`config.mk`:
```
export PLATFORM = sky130hd
export DESIGN_NAME = i2c_memory_transaction_sequencer
export DESIGN_NICKNAME = d
export VERILOG_FILES = /design/src/hw/rtl/i2cmts_pkg.sv /design/src/hw/rtl/i2cmts_core.sv /design/src/hw/rtl/i2c_memory_transaction_sequencer.sv
export VERILOG_INCLUDE_DIRS = /design/src /design/src/hw/rtl
export SDC_FILE = /design/constraint.sdc
export NUM_CORES = 1
export LEC_CHECK = 0
export BUFFER_PORTS_ARGS = -buffer_cell sky130_fd_sc_hd__buf_2
export CAP_MARGIN = 5
export CORE_MARGIN = 2
export CORE_UTILIZATION = 30
export DETAILED_ROUTE_END_ITERATION = 7
export PLACE_DENSITY = 0.54
export SLEW_MARGIN = 40
export SYNTH_ARGS = -nofsm -noshare
export SYNTH_HDL_FRONTEND = slang
export SYNTH_SLANG_ARGS = --single-unit
```
`constraint.sdc`:
```
create_clock -name i_clk -period 5.4 [get_ports i_clk]
set_clock_uncertainty 0.2 [all_clocks]
set_input_delay 0.54 -clock i_clk [delete_from_list [all_inputs] [get_ports i_clk]]
set_output_delay 0.54 -clock i_clk [all_outputs]
set_load 0.1 [all_outputs]
```
`src/hw/rtl/i2c_memory_transaction_sequencer_macros.svh`:
```
// Assertion macros shared by the memory transaction sequencer RTL.
`ifndef I2C_MEMORY_TRANSACTION_SEQUENCER_MACROS_SVH
`define I2C_MEMORY_TRANSACTION_SEQUENCER_MACROS_SVH

`ifndef SYNTHESIS
// Same-cycle implication, checked on every rising edge outside reset.
`define I2CMTS_ASSERT_IMP(lbl, clk, rstn, ante, cons) \
    lbl: assert property (@(posedge clk) disable iff (!(rstn)) (ante) |-> (cons)) \
        else $error("i2cmts: same-cycle check failed");
// Next-cycle implication, checked on every rising edge outside reset.
`define I2CMTS_ASSERT_NXT(lbl, clk, rstn, ante, cons) \
    lbl: assert property (@(posedge clk) disable iff (!(rstn)) (ante) |=> (cons)) \
        else $error("i2cmts: next-cycle check failed");
`else
`define I2CMTS_ASSERT_IMP(lbl, clk, rstn, ante, cons)
`define I2CMTS_ASSERT_NXT(lbl, clk, rstn, ante, cons)
`endif

`endif

```
`src/hw/rtl/i2cmts_pkg.sv`:
```
// Types and constants of the I2C memory transaction sequencer.
package i2cmts_pkg;

    // Beat kinds on the input channel.
    typedef enum logic [1:0] {
        MODE_CMD     = 2'd0,
        MODE_STATUS  = 2'd1,
        MODE_PAYLOAD = 2'd2
    } t_mode;

    // Sequencer phases.
    typedef enum logic [3:0] {
        PH_IDLE   = 4'd0,
        PH_START  = 4'd1,
        PH_SLAW   = 4'd2,
        PH_ADDRH  = 4'd3,
        PH_ADDRL  = 4'd4,
        PH_RSTART = 4'd5,
        PH_SLAR   = 4'd6,
        PH_READ   = 4'd7,
        PH_WNEED  = 4'd8,
        PH_WRITE  = 4'd9
    } t_phase;

    // Requests to the bus engine.
    typedef enum logic [2:0] {
        ACT_NONE  = 3'd0,
        ACT_START = 3'd1,
        ACT_SEND  = 3'd2,
        ACT_RDACK = 3'd3,
        ACT_RDNAK = 3'd4,
        ACT_STOP  = 3'd5,
        ACT_REQ   = 3'd6
    } t_action;

    // Transaction outcome reported with stop.
    typedef enum logic [1:0] {
        OUT_OK     = 2'd0,
        OUT_BUSERR = 2'd1,
        OUT_NODEV  = 2'd2,
        OUT_BUSY   = 2'd3
    } t_outcome;

    // Bus engine status codes.
    localparam logic [7:0] ST_START     = 8'h08;
    localparam logic [7:0] ST_REP_START = 8'h10;
    localparam logic [7:0] ST_SLAW_ACK  = 8'h18;
    localparam logic [7:0] ST_SLAW_NACK = 8'h20;
    localparam logic [7:0] ST_DATA_ACK  = 8'h28;
    localparam logic [7:0] ST_DATA_NACK = 8'h30;
    localparam logic [7:0] ST_SLAR_ACK  = 8'h40;
    localparam logic [7:0] ST_SLAR_NACK = 8'h48;

    // One result beat.
    typedef struct packed {
        t_action    action;
        logic [7:0] send_byte;
        logic       read_valid;
        logic [7:0] read_data;
        logic       done_res;
        t_outcome   outcome;
    } t_result;

endpackage

```
`src/hw/rtl/i2cmts_core.sv`:
```
// Transaction phase machine: holds the command and produces one result per beat.
`include "i2c_memory_transaction_sequencer_macros.svh"

module i2cmts_core (
    input  logic                i_clk,
    input  logic                i_rst_n,
    input  logic                i_step,
    input  logic [1:0]          i_mode,
    input  logic [6:0]          i_dev_addr,
    input  logic                i_is_read,
    input  logic                i_addr_two_bytes,
    input  logic [15:0]         i_mem_addr,
    input  logic [15:0]         i_byte_count,
    input  logic [7:0]          i_bus_status,
    input  logic [7:0]          i_bus_byte,
    input  logic [7:0]          i_write_byte,
    output i2cmts_pkg::t_result o_result
);

    i2cmts_pkg::t_phase r_phase, n_phase;
    logic [6:0]         r_dev, n_dev;
    logic               r_rd, n_rd;
    logic               r_wide, n_wide;
    logic [15:0]        r_maddr, n_maddr;
    logic [15:0]        r_total, n_total;
    logic [15:0]        r_cnt, n_cnt;
    i2cmts_pkg::t_result res;

    logic [16:0] cnt_p1;
    logic [16:0] cnt_p2;
    logic [16:0] total_x;

    // Ends the transaction with stop and the given outcome.
    function automatic i2cmts_pkg::t_result f_finish(input i2cmts_pkg::t_outcome oc);
        i2cmts_pkg::t_result r;
        r           = '0;
        r.action    = i2cmts_pkg::ACT_STOP;
        r.done_res  = 1'b1;
        r.outcome   = oc;
        return r;
    endfunction

    // Requests the next byte to be sent.
    function automatic i2cmts_pkg::t_result f_send(input logic [7:0] b);
        i2cmts_pkg::t_result r;
        r           = '0;
        r.action    = i2cmts_pkg::ACT_SEND;
        r.send_byte = b;
        return r;
    endfunction

    assign cnt_p1  = {1'b0, r_cnt} + 17'd1;
    assign cnt_p2  = {1'b0, r_cnt} + 17'd2;
    assign total_x = {1'b0, r_total};

    // State registers.
    always_ff @(posedge i_clk) begin
        if (!i_rst_n) begin
            r_phase <= i2cmts_pkg::PH_IDLE;
            r_dev   <= '0;
            r_rd    <= 1'b0;
            r_wide  <= 1'b0;
            r_maddr <= '0;
            r_total <= '0;
            r_cnt   <= '0;
        end else if (i_step) begin
            r_phase <= n_phase;
            r_dev   <= n_dev;
            r_rd    <= n_rd;
            r_wide  <= n_wide;
            r_maddr <= n_maddr;
            r_total <= n_total;
            r_cnt   <= n_cnt;
        end
    end

    // Next state and result for the beat at the input.
    always_comb begin
        n_phase = r_phase;
        n_dev   = r_dev;
        n_rd    = r_rd;
        n_wide  = r_wide;
        n_maddr = r_maddr;
        n_total = r_total;
        n_cnt   = r_cnt;
        res     = '0;
        case (i_mode)
            i2cmts_pkg::MODE_CMD: begin
                if (r_phase == i2cmts_pkg::PH_IDLE) begin
                    n_dev      = i_dev_addr;
                    n_rd       = i_is_read;
                    n_wide     = i_addr_two_bytes;
                    n_maddr    = i_mem_addr;
                    // A zero count is taken as a single byte.
                    n_total    = (i_byte_count == 16'd0) ? 16'd1 : i_byte_count;
                    n_cnt      = '0;
                    res.action = i2cmts_pkg::ACT_START;
                    n_phase    = i2cmts_pkg::PH_START;
                end
            end
            i2cmts_pkg::MODE_STATUS: begin
                case (r_phase)
                    i2cmts_pkg::PH_START: begin
                        if (i_bus_status == i2cmts_pkg::ST_START) begin
                            res     = f_send({r_dev, 1'b0});
                            n_phase = i2cmts_pkg::PH_SLAW;
                        end else begin
                            res     = f_finish(i2cmts_pkg::OUT_BUSERR);
                            n_phase = i2cmts_pkg::PH_IDLE;
                        end
                    end
                    i2cmts_pkg::PH_SLAW: begin
                        if (i_bus_status == i2cmts_pkg::ST_SLAW_ACK) begin
                            if (r_wide) begin
                                res     = f_send(r_maddr[15:8]);
                                n_phase = i2cmts_pkg::PH_ADDRH;
                            end else begin
                                res     = f_send(r_maddr[7:0]);
                                n_phase = i2cmts_pkg::PH_ADDRL;
                            end
                        end else if (i_bus_status == i2cmts_pkg::ST_SLAW_NACK) begin
                            res     = f_finish(i2cmts_pkg::OUT_NODEV);
                            n_phase = i2cmts_pkg::PH_IDLE;
                        end else begin
                            res     = f_finish(i2cmts_pkg::OUT_BUSERR);
                            n_phase = i2cmts_pkg::PH_IDLE;
                        end
                    end
                    i2cmts_pkg::PH_ADDRH: begin
                        if (i_bus_status == i2cmts_pkg::ST_DATA_ACK) begin
                            res     = f_send(r_maddr[7:0]);
                            n_phase = i2cmts_pkg::PH_ADDRL;
                        end else if (i_bus_status == i2cmts_pkg::ST_DATA_NACK) begin
                            res     = f_finish(i2cmts_pkg::OUT_BUSY);
                            n_phase = i2cmts_pkg::PH_IDLE;
                        end else begin
                            res     = f_finish(i2cmts_pkg::OUT_BUSERR);
                            n_phase = i2cmts_pkg::PH_IDLE;
                        end
                    end
                    i2cmts_pkg::PH_ADDRL: begin
                        if (i_bus_status == i2cmts_pkg::ST_DATA_ACK) begin
                            if (r_rd) begin
                                res.action = i2cmts_pkg::ACT_START;
                                n_phase    = i2cmts_pkg::PH_RSTART;
                            end else begin
                                res.action = i2cmts_pkg::ACT_REQ;
                                n_phase    = i2cmts_pkg::PH_WNEED;
                            end
                        end else if (i_bus_status == i2cmts_pkg::ST_DATA_NACK) begin
                            res     = f_finish(i2cmts_pkg::OUT_BUSY);
                            n_phase = i2cmts_pkg::PH_IDLE;
                        end else begin
                            res     = f_finish(i2cmts_pkg::OUT_BUSERR);
                            n_phase = i2cmts_pkg::PH_IDLE;
                        end
                    end
                    i2cmts_pkg::PH_RSTART: begin
                        if (i_bus_status == i2cmts_pkg::ST_REP_START) begin
                            res     = f_send({r_dev, 1'b1});
                            n_phase = i2cmts_pkg::PH_SLAR;
                        end else begin
                            res     = f_finish(i2cmts_pkg::OUT_BUSERR);
                            n_phase = i2cmts_pkg::PH_IDLE;
                        end
                    end
                    i2cmts_pkg::PH_SLAR: begin
                        if (i_bus_status == i2cmts_pkg::ST_SLAR_ACK) begin
                            // Every byte but the last is acknowledged.
                            res.action = (cnt_p1 < total_x) ? i2cmts_pkg::ACT_RDACK
                                                            : i2cmts_pkg::ACT_RDNAK;
                            n_phase    = i2cmts_pkg::PH_READ;
                        end else if (i_bus_status == i2cmts_pkg::ST_SLAR_NACK) begin
                            res     = f_finish(i2cmts_pkg::OUT_NODEV);
                            n_phase = i2cmts_pkg::PH_IDLE;
                        end else begin
                            res     = f_finish(i2cmts_pkg::OUT_BUSERR);
                            n_phase = i2cmts_pkg::PH_IDLE;
                        end
                    end
                    i2cmts_pkg::PH_READ: begin
                        // The received byte is handed on without checking status.
                        n_cnt = cnt_p1[15:0];
                        if (cnt_p1 >= total_x) begin
                            res     = f_finish(i2cmts_pkg::OUT_OK);
                            n_phase = i2cmts_pkg::PH_IDLE;
                        end else begin
                            res.action = (cnt_p2 < total_x) ? i2cmts_pkg::ACT_RDACK
                                                            : i2cmts_pkg::ACT_RDNAK;
                        end
                        res.read_valid = 1'b1;
                        res.read_data  = i_bus_byte;
                    end
                    i2cmts_pkg::PH_WRITE: begin
                        if (i_bus_status == i2cmts_pkg::ST_DATA_ACK) begin
                            n_cnt = cnt_p1[15:0];
                            if (cnt_p1 >= total_x) begin
                                res     = f_finish(i2cmts_pkg::OUT_OK);
                                n_phase = i2cmts_pkg::PH_IDLE;
                            end else begin
                                res.action = i2cmts_pkg::ACT_REQ;
                                n_phase    = i2cmts_pkg::PH_WNEED;
                            end
                        end else begin
                            res     = f_finish(i2cmts_pkg::OUT_BUSY);
                            n_phase = i2cmts_pkg::PH_IDLE;
                        end
                    end
                    default: begin
                        // Status while idle or awaiting a payload byte is ignored.
                        res = '0;
                    end
                endcase
            end
            i2cmts_pkg::MODE_PAYLOAD: begin
                if (r_phase == i2cmts_pkg::PH_WNEED) begin
                    res     = f_send(i_write_byte);
                    n_phase = i2cmts_pkg::PH_WRITE;
                end
            end
            default: begin
                res = '0;
            end
        endcase
    end

    assign o_result = res;

    // A running transaction always has a nonzero byte total.
    `I2CMTS_ASSERT_IMP(a_total_nonzero, i_clk, i_rst_n,
        r_phase != i2cmts_pkg::PH_IDLE, r_total != 16'd0)
    // The payload counter stays below the total while payload moves.
    `I2CMTS_ASSERT_IMP(a_cnt_below_total, i_clk, i_rst_n,
        r_phase == i2cmts_pkg::PH_READ || r_phase == i2cmts_pkg::PH_WNEED ||
        r_phase == i2cmts_pkg::PH_WRITE, r_cnt < r_total)
    // A command taken while idle starts a fresh transaction.
    `I2CMTS_ASSERT_NXT(a_cmd_starts, i_clk, i_rst_n,
        i_step && i_mode == i2cmts_pkg::MODE_CMD && r_phase == i2cmts_pkg::PH_IDLE,
        r_phase == i2cmts_pkg::PH_START && r_cnt == 16'd0)

endmodule

```
`src/hw/rtl/i2c_memory_transaction_sequencer.sv`:
```
// Top level of the I2C memory transaction sequencer with its result register.
//
// Usage: the input channel carries one beat per event: a new command (device
// address, direction, one- or two-byte memory address, byte count), a status
// event from the bus engine (status code and received byte), or the next
// payload byte for a write. Every accepted beat yields exactly one result
// beat: the next bus action, a byte to send, a received payload byte and, on
// stop, the done flag with the transaction outcome.
// The result of a beat accepted at an edge is registered and offered at the
// output in the next cycle. Throughput is one beat per cycle while the
// receiver takes results; the transaction state and the output register are
// both updated at the accept edge.
// The result register frees its slot in the same cycle it is taken, so input
// is accepted whenever the register is empty or is being drained. When the
// receiver stalls, the result is held and input ready drops until it is taken.
// Reset clears the phase to idle, the stored command to zero and drops the
// output valid.
`include "i2c_memory_transaction_sequencer_macros.svh"

module i2c_memory_transaction_sequencer (
    input  logic        i_clk,
    input  logic        i_rst_n,
    input  logic        i_in_valid,
    output logic        o_in_ready,
    input  logic [1:0]  i_mode,
    input  logic [6:0]  i_dev_addr,
    input  logic        i_is_read,
    input  logic        i_addr_two_bytes,
    input  logic [15:0] i_mem_addr,
    input  logic [15:0] i_byte_count,
    input  logic [7:0]  i_bus_status,
    input  logic [7:0]  i_bus_byte,
    input  logic [7:0]  i_write_byte,
    output logic        o_out_valid,
    input  logic        i_out_ready,
    output logic [2:0]  o_action,
    output logic [7:0]  o_send_byte,
    output logic        o_read_valid,
    output logic [7:0]  o_read_data,
    output logic        o_done_res,
    output logic [1:0]  o_outcome
);

    logic                in_beat;
    i2cmts_pkg::t_result step_res;
    i2cmts_pkg::t_result r_out;
    logic                r_out_valid, n_out_valid;

    // Input is taken when the result register is empty or draining.
    assign o_in_ready = !r_out_valid || i_out_ready;
    assign in_beat    = i_in_valid && o_in_ready;

    i2cmts_core u_core (
        .i_clk            (i_clk),
        .i_rst_n          (i_rst_n),
        .i_step           (in_beat),
        .i_mode           (i_mode),
        .i_dev_addr       (i_dev_addr),
        .i_is_read        (i_is_read),
        .i_addr_two_bytes (i_addr_two_bytes),
        .i_mem_addr       (i_mem_addr),
        .i_byte_count     (i_byte_count),
        .i_bus_status     (i_bus_status),
        .i_bus_byte       (i_bus_byte),
        .i_write_byte     (i_write_byte),
        .o_result         (step_res)
    );

    // Output valid follows accepted and drained beats.
    always_comb begin
        n_out_valid = r_out_valid;
        if (in_beat) begin
            n_out_valid = 1'b1;
        end else if (i_out_ready) begin
            n_out_valid = 1'b0;
        end
    end

    always_ff @(posedge i_clk) begin
        if (!i_rst_n) begin
            r_out_valid <= 1'b0;
        end else begin
            r_out_valid <= n_out_valid;
        end
    end

    // Result payload register.
    always_ff @(posedge i_clk) begin
        if (in_beat) begin
            r_out <= step_res;
        end
    end

    assign o_out_valid  = r_out_valid;
    assign o_action     = r_out.action;
    assign o_send_byte  = r_out.send_byte;
    assign o_read_valid = r_out.read_valid;
    assign o_read_data  = r_out.read_data;
    assign o_done_res   = r_out.done_res;
    assign o_outcome    = r_out.outcome;

    // A finished transaction is always reported together with stop.
    `I2CMTS_ASSERT_IMP(a_done_is_stop, i_clk, i_rst_n,
        r_out_valid && r_out.done_res, r_out.action == i2cmts_pkg::ACT_STOP)
    // An outcome other than ok appears only with done.
    `I2CMTS_ASSERT_IMP(a_outcome_with_done, i_clk, i_rst_n,
        r_out_valid && r_out.outcome != i2cmts_pkg::OUT_OK, r_out.done_res)
    // Every accepted beat is offered at the output in the next cycle.
    `I2CMTS_ASSERT_NXT(a_beat_reaches_out, i_clk, i_rst_n,
        in_beat, r_out_valid)

endmodule

```
==> results of run 1 <==
[logic make-up after synthesis]
logic type / after synthesis / synth area share, %
AOI/OAI and AO/OA: 177 / 20.3
buffers and inverters: 69 / 6.43
DFF: 85 / 35.3
and+or+nand+nor: 269 / 24.7
xor gates and xnor gates: 27 / 4.32
adders and majority gates: 39 / 8.92
[through the flow]
step                utilization, %  worst slack (ns)
finish                        35.1              1.40
global route                  35.1              1.05
CTS                           35.1              1.42
detailed placement            33.5              1.43
global placement              33.5              1.61
floorplan                        -              1.75
[placed cells by master (no fill, tap or decap), drive strengths merged, types with 6 or more instances in the layout]
| master | count |
|---|---|
| a222oi | 8 |
| dfxtp | 62 |
| clkbuf | 12 |
| xnor2 | 17 |
| a21o | 6 |
| a21oi | 88 |
| nor2 | 38 |
| and2 | 13 |
| ha | 39 |
| o21ai | 36 |
| nand2b | 6 |
| xor2 | 10 |
| nor4 | 8 |
| inv | 26 |
| nand4 | 9 |
| nand3b | 7 |
| nand3 | 23 |
| buf | 99 |
| edfxtp | 23 |
| nor3 | 13 |
| nand2 | 130 |
[path summary, 6_finish.rpt]
check                          from  slack, ns                 to  cells past startpoint
hold / removal        i_mem_addr[7]       0.23  u_core.r_maddr[7]                      3
setup reg to reg    u_core.r_cnt[2]       1.40        o_action[0]                     14
hold reg to reg   u_core.r_total[6]       0.25  u_core.r_total[6]                      2
setup / recovery    u_core.r_cnt[2]       1.40        o_action[0]                     14
[final cells by class]
cell class              count  area [µm²]
fillers                  1922       11600
flip-flops and latches     85        1930
clock inverters             4        31.3
well taps                 229         287
inverters                  26        97.6
clock buffers              12         246
multi-input cells         512        3190
repair buffers             99         505
[registers in the layout, summed over array words and instances, names as in the netlist, 3 cells and up]
signal	flops
u_core.r_total	16
u_core.r_phase	4
u_core.r_maddr	16
o_action	3
o_send_byte	8
u_core.r_cnt	16
o_read_data	8
u_core.r_dev	7
[per-layer routing]
metal	vias up	GRT usage, %
li1	2504	-
met1	2258	22.2
met2	132	23.9
met3	16	3.63
met4	0	4.52
met5	-	0
[worst max-delay path: stages (launching register included)]
cell     delay (ns)
dfxtp_1        0.47
ha_1           0.31
nand2_1        0.15
or3_4          0.45
nor3_2         0.37
nand3_1        0.21
xnor2_1        0.17
ha_1           0.30
nand3_1        0.11
nor3_1         0.28
o311a_1        0.31
nor2_2         0.09
a22oi_1        0.18
nor2b_1        0.09
a41oi_1        0.16
[where the power goes]
| group | internal, µW | switching [µW] |
|---|---|---|
| Clock | 327 | 262 |
| Combinational | 60.4 | 155 |
| Sequential | 673 | 10.8 |
==> flow_summary.json, run 1 <==
{
  "synthDistinctLibCells": 75,
  "report.final.setup_viol": 0,
  "async_reset_ff_share_pct": 0,
  "yosys_register_bits": 85,
  "ys_seq_area_share_pct": 35.3,
  "power.density_cell_area_nw_per_um2": 237,
  "start_util_pct": 30.5,
  "timing.max_slew.rel_slack_pct": 47.1,
  "io_pins": 96,
  "drt_iter0_drc": 439,
  "netlist_instances": 666,
  "antenna_diode_count": 0,
  "postCtsHoldBufs": 0,
  "global_route_wire_length_before_repair_um": 24400,
  "detail_route.vias_per_cell": 5.08,
  "drt-met1-wl_um": 7500,
  "route.met3.wl_um": 748,
  "first_global_vias": 4679,
  "critPathCaptureType": "flip-flop",
  "grt_use_total_pct": 15.7,
  "critPathRequiredTime_ns": 5.38,
  "yosys_top_cell_by_area": "dfxtp_1",
  "finalNonFillerCells": 967,
  "route.top_layer_used": "met4",
  "synthesis.nets": 776,
  "first_pass_iters": 5,
  "synthFlopType": "dfxtp_1",
  "drive_gt1_share_pct": 18.8,
  "placedCellCount": 951,
  "detail_route.drc_violations": 0,
  "synth_area_per_cell_um2": 8.21,
  "grt_start_max_net_pins": 43,
  "power_leakage_uw": 0.00243,
  "critical_path.max_fanout": 7,
  "clock_tree.root_cell": "clkbuf_16",
  "dr_total_vias": 4910,
  "peakVddDrop_v": 0.000159,
  "crit_arrival_ns": 3.98,
  "numnets_final": 843,
  "area.growth.synth_to_final_pct": 15.0,
  "finalCritPeriodShare_pct": 74.1,
  "drv_slew": 0,
  "post_cts_resized": 0,
  "layout_min_cycle_time_ns": 4.00,
  "total_congestion_overflow_after_global_routing": 0,
  "synth_top_cells_by_area": "dfxtp_1 23%, edfxtp_1 13%, ha_1 8.9%",
  "grt_antenna_before_repair": 0,
  "netlist.area_leader.share_pct": 22.7,
  "source_to_sink_clock_delay_at_the_later_pin_of_the_worst_skew_pair_ns": 0.35,
  "place.detailed.hpwl_um": 11500,
  "synthesis.area_um2": 5470,
  "numPortBuffers": 95,
  "worstSetupPathType": "reg -> reg",
  "rows": 49,
  "fp.coreArea_um2": 17900,
  "fmax_mhz": 250,
  "detail_route.wl_per_cell_um": 15.7,
  "final.hold.worst_slack_ns": 0.226,
  "placedInstanceArea_um2": 6010,
  "critPathLaunchType": "flip-flop",
  "cts_tree": "done",
  "yosys.cell_count.top_type": "nand2_1",
  "die_width_um": 139,
  "final_gp_congestion": 0.892,
  "htree_num_levels": 3,
  "numClockSinks": 85,
  "post_synth_most_frequent_cells": "129 x nand2_1, 87 x a21oi_1, 62 x dfxtp_1, 39 x ha_1, 36 x nor2_1",
  "postRouteWirelength_um": 15200,
  "drt.antenna.violating_nets": 0,
  "timing.max_cap.violations": 0,
  "die_y_um": 139,
  "tritoncts.num_buffers": 9,
  "cts_buffer_depth": 2,
  "totalPowerFinal_uw": 1490,
  "clk_pin_slew_worst_paths_ns": 0.06,
  "timing.hold.worst.class": "in -> reg",
  "worstMarginPinSlew_ns": 0.789,
  "report.final.hold_viol_count": 0,
  "setup-tns-final_ns": 0,
  "outcome": "finished, final reports clean",
  "post_cts_buffers": 0,
  "wl_met2_um": 6680,
  "die_area_um2": 19300,
  "rsz_0062_raised_after_global_routing": "no",
  "synth.yosys.warnings": 0,
  "final_non_filler_cell_area_um2": 6290,
  "synth_edf_count": 23
}
Power figures use the tool's default switching activity.
==> run 2: changes to the inputs <==
- clock period: 5.4 -> 3.9 ns (I/O delays scaled with it)
==> flow_summary.json, run 2 (synthesis results as in run 1) <==
{
  "crit_arrival_ns": 3.62,
  "power.switching_fraction_pct": 29.6,
  "worstSetupPathType": "reg -> reg",
  "detail_route.vias_per_cell": 5.15,
  "power.density_cell_area_nw_per_um2": 324,
  "htree_num_levels": 3,
  "clkPwrFrac_pct": 39.4,
  "peakVddDrop_v": 0.000204,
  "die_area_um2": 19300,
  "clock_tree.root_cell": "clkbuf_16",
  "place.detailed.hpwl_um": 11700,
  "postRouteWirelength_um": 15500,
  "critical_path.max_fanout": 9,
  "clk_pin_slew_worst_paths_ns": 0.06,
  "first_pass_iters": 5,
  "grt_start_max_net_pins": 43,
  "critPathLaunchType": "flip-flop",
  "cts_tree": "done",
  "global_route_wire_length_before_repair_um": 24900,
  "layout_min_cycle_time_ns": 3.65,
  "numnets_final": 855,
  "commonest_non_fill_non_tap_cell_in_the_layout": "nand2_1",
  "drive_gt1_share_pct": 20.8,
  "timing.max_cap.violations": 0,
  "critPathRequiredTime_ns": 3.87,
  "fillerInstances": 1918,
  "tritoncts.num_buffers": 9,
  "postLayoutCoreUtil_pct": 35.8,
  "drt_iter0_drc": 468,
  "report.final.setup_viol": 0,
  "power_leakage_uw": 0.00250,
  "first_global_vias": 4769,
  "finalCritPeriodShare_pct": 93.6,
  "final_cell_mix": "129 x nand2_1, 95 x buf_2, 86 x a21oi_1, 61 x dfxtp_1, 38 x ha_1",
  "final.hold.worst_slack_ns": 0.0758,
  "rows": 49,
  "power.net_switching_uw": 614,
  "biggestRegsByFlops": "u_core.r_cnt x16, u_core.r_maddr x16, u_core.r_total x16",
  "detail_route.drc_violations": 0,
  "io_pins": 96,
  "numPortBuffers": 95,
  "antenna_diode_count": 0,
  "area.growth.synth_to_final_pct": 17.1,
  "grt_use_total_pct": 16.0,
  "power_report.internal_total_uw": 1460,
  "dr_total_vias": 5038,
  "worstMarginPinSlew_ns": 0.812,
  "postCtsHoldBufs": 0,
  "power_frac_seq_pct": 45.6,
  "critPathCaptureType": "flip-flop",
  "report.final.hold_viol_count": 0,
  "rsz_0062_raised_after_global_routing": "no",
  "drv_slew": 0,
  "outcome": "finished, final reports clean",
  "start_util_pct": 30.5,
  "drt.antenna.violating_nets": 0,
  "combinationalPowerShare_pct": 15.0,
  "setup-tns-final_ns": 0,
  "cts_buffer_depth": 2,
  "fp.coreArea_um2": 17900,
  "total_congestion_overflow_after_global_routing": 0,
  "timing.hold.worst.class": "in -> reg",
  "source_to_sink_clock_delay_at_the_later_pin_of_the_worst_skew_pair_ns": 0.35,
  "die_width_um": 139,
  "numClockSinks": 85,
  "final_gp_congestion": 0.850,
  "die_y_um": 139,
  "detail_route.wl_per_cell_um": 15.9,
  "grt_antenna_before_repair": 0,
  "fmax_mhz": 274,
  "timing.max_slew.rel_slack_pct": 45.4
}
-- run 2: cell count changes in the layout (fill, tap and decap cells not counted), sizes merged --
cell / change
buf: +12
clkinv: -2
clkinvlp: +1
clkbuf: -2
inv: +3
-- run 2: critical path, cell delays in order (launching register included) --
cell	delay, ns
dfxtp_1	0.51
nand2_1	0.14
or3_1	0.42
nor3_1	0.26
xor2_1	0.18
ha_1	0.27
a21o_1	0.16
a211o_1	0.30
or4_4	0.53
a211o_1	0.29
a311oi_2	0.21
-- run 2: power groups by stage --
stage                     clock (µW)  sequential, µW  combinational [µW]
after detailed placement           0             966                 298
final                            817             947                 311
after CTS                        843             946                 300
after global routing             884             949                 336
after global placement             0             965                 298
after floorplan                    0            1040                 127
-- run 2: per-stage QoR --
stage / power [µW] / setup slack, ns / cells / cell area (µm²)
floorplan: 1170 / 0.247 / 666 / 5470
global placement: 1260 / 0.225 / 962 / 6090
detailed placement: 1260 / 0.130 / 962 / 6090
CTS: 2090 / 0.0835 / 978 / 6360
global route: 2170 / 0.00680 / 979 / 6400
finish: 2080 / 0.249 / 979 / 6400
-- run 2: cell type report --
| type | instances | area [µm²] | area share, % |
|---|---|---|---|
| Multi-Input combinational cell | 512 | 3220 | 50.2 |
| Sequential cell | 85 | 1930 | 30.2 |
| Timing Repair Buffer | 111 | 596 | 9.30 |
| Tap cell | 229 | 287 | 4.47 |
| Clock buffer | 10 | 229 | 3.57 |
| Inverter | 26 | 97.6 | 1.52 |
| Clock inverter | 6 | 45.0 | 0.703 |
-- run 2: timing repair --
| action | 4_1_cts | 5_1_grt |
|---|---|---|
| gates resized for setup | 0 | 7 |
| endpoints found under the setup margin | 0 | 7 |
| setup buffers | 0 | 1 |
-- run 2: final timing paths --
kind | startpoint | endpoint | slack (ns) | cells past startpoint
setup / recovery | u_core.r_cnt[4] | o_action[1] | 0.25 | 10
hold / removal | i_dev_addr[3] | u_core.r_dev[3] | 0.08 | 3
setup reg to reg | u_core.r_cnt[4] | o_action[1] | 0.25 | 10
hold reg to reg | u_core.r_total[2] | u_core.r_total[2] | 0.25 | 2
-- run 2: metal layers --
metal	part of all wire [%]	wire length [µm]	global-route usage, %
met5	0	0	0
met4	1.2	191	4.63
met3	4.8	739	3.63
met2	45	6990	24.6
met1	49	7600	22.5
==> run 3: changes to the inputs <==
==> constraint.sdc (replaced) <==
create_clock -name i_clk -period 3.9 [get_ports i_clk]
set_clock_uncertainty 0.2 [all_clocks]
set_input_delay 0.78 -clock i_clk [delete_from_list [all_inputs] [get_ports i_clk]]
set_output_delay 0.78 -clock i_clk [all_outputs]
set_load 0.1 [all_outputs]
==> flow_summary.json, run 3 (synthesis results as in run 1) <==
{
  "fp.coreArea_um2": 17900,
  "holdPathStages": 2,
  "rr_startpoint": "u_core.r_cnt[4]",
  "outcome": "finished, final reports clean",
  "die_width_um": 139,
  "clkPwrFrac_pct": 42.4,
  "final_non_filler_cell_area_um2": 6440,
  "drive_gt1_share_pct": 21.2,
  "power.density_cell_area_nw_per_um2": 337,
  "die_area_um2": 19300,
  "crit_top_cell": "a211o_1",
  "path_buf_inv": 0,
  "worstMarginPinSlew_ns": 0.761,
  "worstSetupPathType": "reg -> reg",
  "ff2ff_path_depth": 10,
  "place.detailed.hpwl_um": 11700,
  "tritoncts.num_buffers": 9,
  "cp_slowest_cell": "or4_4",
  "timing.max_cap.violations": 0,
  "rows": 49,
  "commonest_non_fill_non_tap_cell_in_the_layout": "nand2_1",
  "setup_slack_of_the_worst_register_to_register_path_ns": 0.22,
  "report.final.setup_viol": 0,
  "post-place-ws_ns": 0.112,
  "area.growth.synth_to_final_pct": 17.8,
  "total_congestion_overflow_after_global_routing": 0,
  "critPathRequiredTime_ns": 3.86,
  "postRouteWirelength_um": 15600,
  "finalCritPeriodShare_pct": 94.4,
  "worstHoldStart": "u_core.r_total[2]",
  "critPathCaptureType": "flip-flop",
  "start_util_pct": 30.5,
  "final_cell_mix": "129 x nand2_1, 95 x buf_2, 86 x a21oi_1, 61 x dfxtp_1, 37 x ha_1",
  "post_cts_buffers": 0,
  "setup-tns-final_ns": 0,
  "rsz_0062_raised_after_global_routing": "no",
  "rr_endpoint": "o_action[1]",
  "fillerInstances": 1911,
  "layout_min_cycle_time_ns": 3.68,
  "drt_iter0_drc": 430,
  "global_route_wire_length_before_repair_um": 25100,
  "power_frac_seq_pct": 43.6,
  "detail_route.wl_per_cell_um": 15.9,
  "max_stage_delay_ns": 0.53,
  "die_y_um": 139,
  "timing.critical_path.max_delay_family": "simple AND/OR/NAND/NOR gates",
  "power.switching_fraction_pct": 28.8,
  "numClockSinks": 85,
  "critical_path.max_fanout": 9,
  "cts_tree": "done",
  "peakVddDrop_v": 0.000202,
  "detail_route.vias_per_cell": 5.11,
  "drt.antenna.violating_nets": 0,
  "path_cells": "nand2_1 > or3_1 > nor3_1 > xor2_1 > ha_1 > a21o_1 > a211o_1 > or4_4 > a211o_1 > a311oi_2",
  "power_report.internal_total_uw": 1540,
  "io_pins": 96,
  "crit_arrival_ns": 3.64,
  "source_to_sink_clock_delay_at_the_later_pin_of_the_worst_skew_pair_ns": 0.35,
  "first_global_vias": 4772,
  "dr_total_vias": 5007,
  "report.final.hold_viol_count": 0,
  "clk_pin_slew_worst_paths_ns": 0.07,
  "final_gp_congestion": 0.856,
  "fin_ws_ns": 0.219,
  "combinationalPowerShare_pct": 13.9,
  "grt_start_max_net_pins": 43,
  "clock_tree.root_cell": "clkbuf_16",
  "antenna_diode_count": 0,
  "fmax_mhz": 272,
  "cts_buffer_depth": 2,
  "grt_use_total_pct": 16.1,
  "power.net_switching_uw": 625,
  "hold_path_end": "u_core.r_total[2]",
  "numPortBuffers": 95,
  "placedInstanceArea_um2": 6100,
  "numnets_final": 856,
  "biggestRegsByFlops": "u_core.r_cnt x16, u_core.r_maddr x16, u_core.r_total x16",
  "htree_num_levels": 3,
  "critPathLaunchType": "flip-flop",
  "drv_slew": 0,
  "timing.hold.worst.class": "reg -> reg",
  "detail_route.drc_violations": 0,
  "power_leakage_uw": 0.00252,
  "grt_antenna_before_repair": 0,
  "timing.max_slew.rel_slack_pct": 49.1,
  "first_pass_iters": 6
}
run 3: cell types whose count changed in the layout (fill, tap and decap cells not counted), sizes merged:
| cell | before | now |
|---|---|---|
| clkinvlp | 1 | 0 |
| inv | 29 | 30 |
| clkinv | 2 | 1 |
| bufinv | 0 | 1 |
| buf | 111 | 112 |
run 3: per-layer routing:
| metal | part of all wire (%) | global-route usage (%) | vias up |
|---|---|---|---|
| li1 | - | - | 2520 |
| met1 | 48 | 23.0 | 2335 |
| met2 | 45 | 24.5 | 135 |
| met3 | 5.0 | 3.42 | 17 |
| met4 | 1.5 | 4.63 | 0 |
| met5 | 0 | 0 | - |
run 3: layout make-up:
type	instances	area, µm²	share of cell area [%]
clock inverter	6	73.8	1.15
multi-input combinational	512	3210	49.8
clock buffer	10	239	3.71
inverter	26	97.6	1.52
tap	229	287	4.45
timing repair buffer	112	603	9.36
sequential	85	1930	30.0
run 3: timing repair:
action / 4_1_cts / 5_1_grt
resized for setup: 0 / 7
hold buffers: 0 / 0
setup endpoints to repair: 0 / 7
run 3: worst max-delay path by stage:
| stage | startpoint | to | cells past startpoint |
|---|---|---|---|
| floorplan | i_out_ready | u_core.r_cnt[0] | 7 |
| global placement | u_core.r_cnt[1] | o_done_res | 14 |
| detailed placement | u_core.r_cnt[1] | o_done_res | 14 |
| CTS | u_core.r_cnt[1] | o_done_res | 14 |
| global route | u_core.r_cnt[4] | o_action[1] | 10 |
| finish | u_core.r_cnt[4] | o_action[1] | 10 |
run 3: worst min-delay path, cell delays in order (launching register included):
cell	delay (ns)
dfxtp_1	0.31
nand2_1	0.05
a21oi_1	0.05
run 3: metrics by stage:
step                util (%)  hold slack [ns]  power, µW  instances
finish                  36.0            0.256       2170        980
global route            36.0            0.269       2260        980
CTS                     35.8            0.257       2190        980
detailed placement      34.1            0.247       1260        964
global placement        34.1            0.242       1260        964
floorplan                  -            0.236       1170        666
run 3: power by group through the flow:
stage	logic, µW	registers, µW	clock network [µW]
2_1_floorplan	127	1040	0
3_3_place_gp	298	965	0
3_5_place_dp	299	966	0
4_1_cts	300	946	948
5_1_grt	328	949	981
6_report	302	946	920
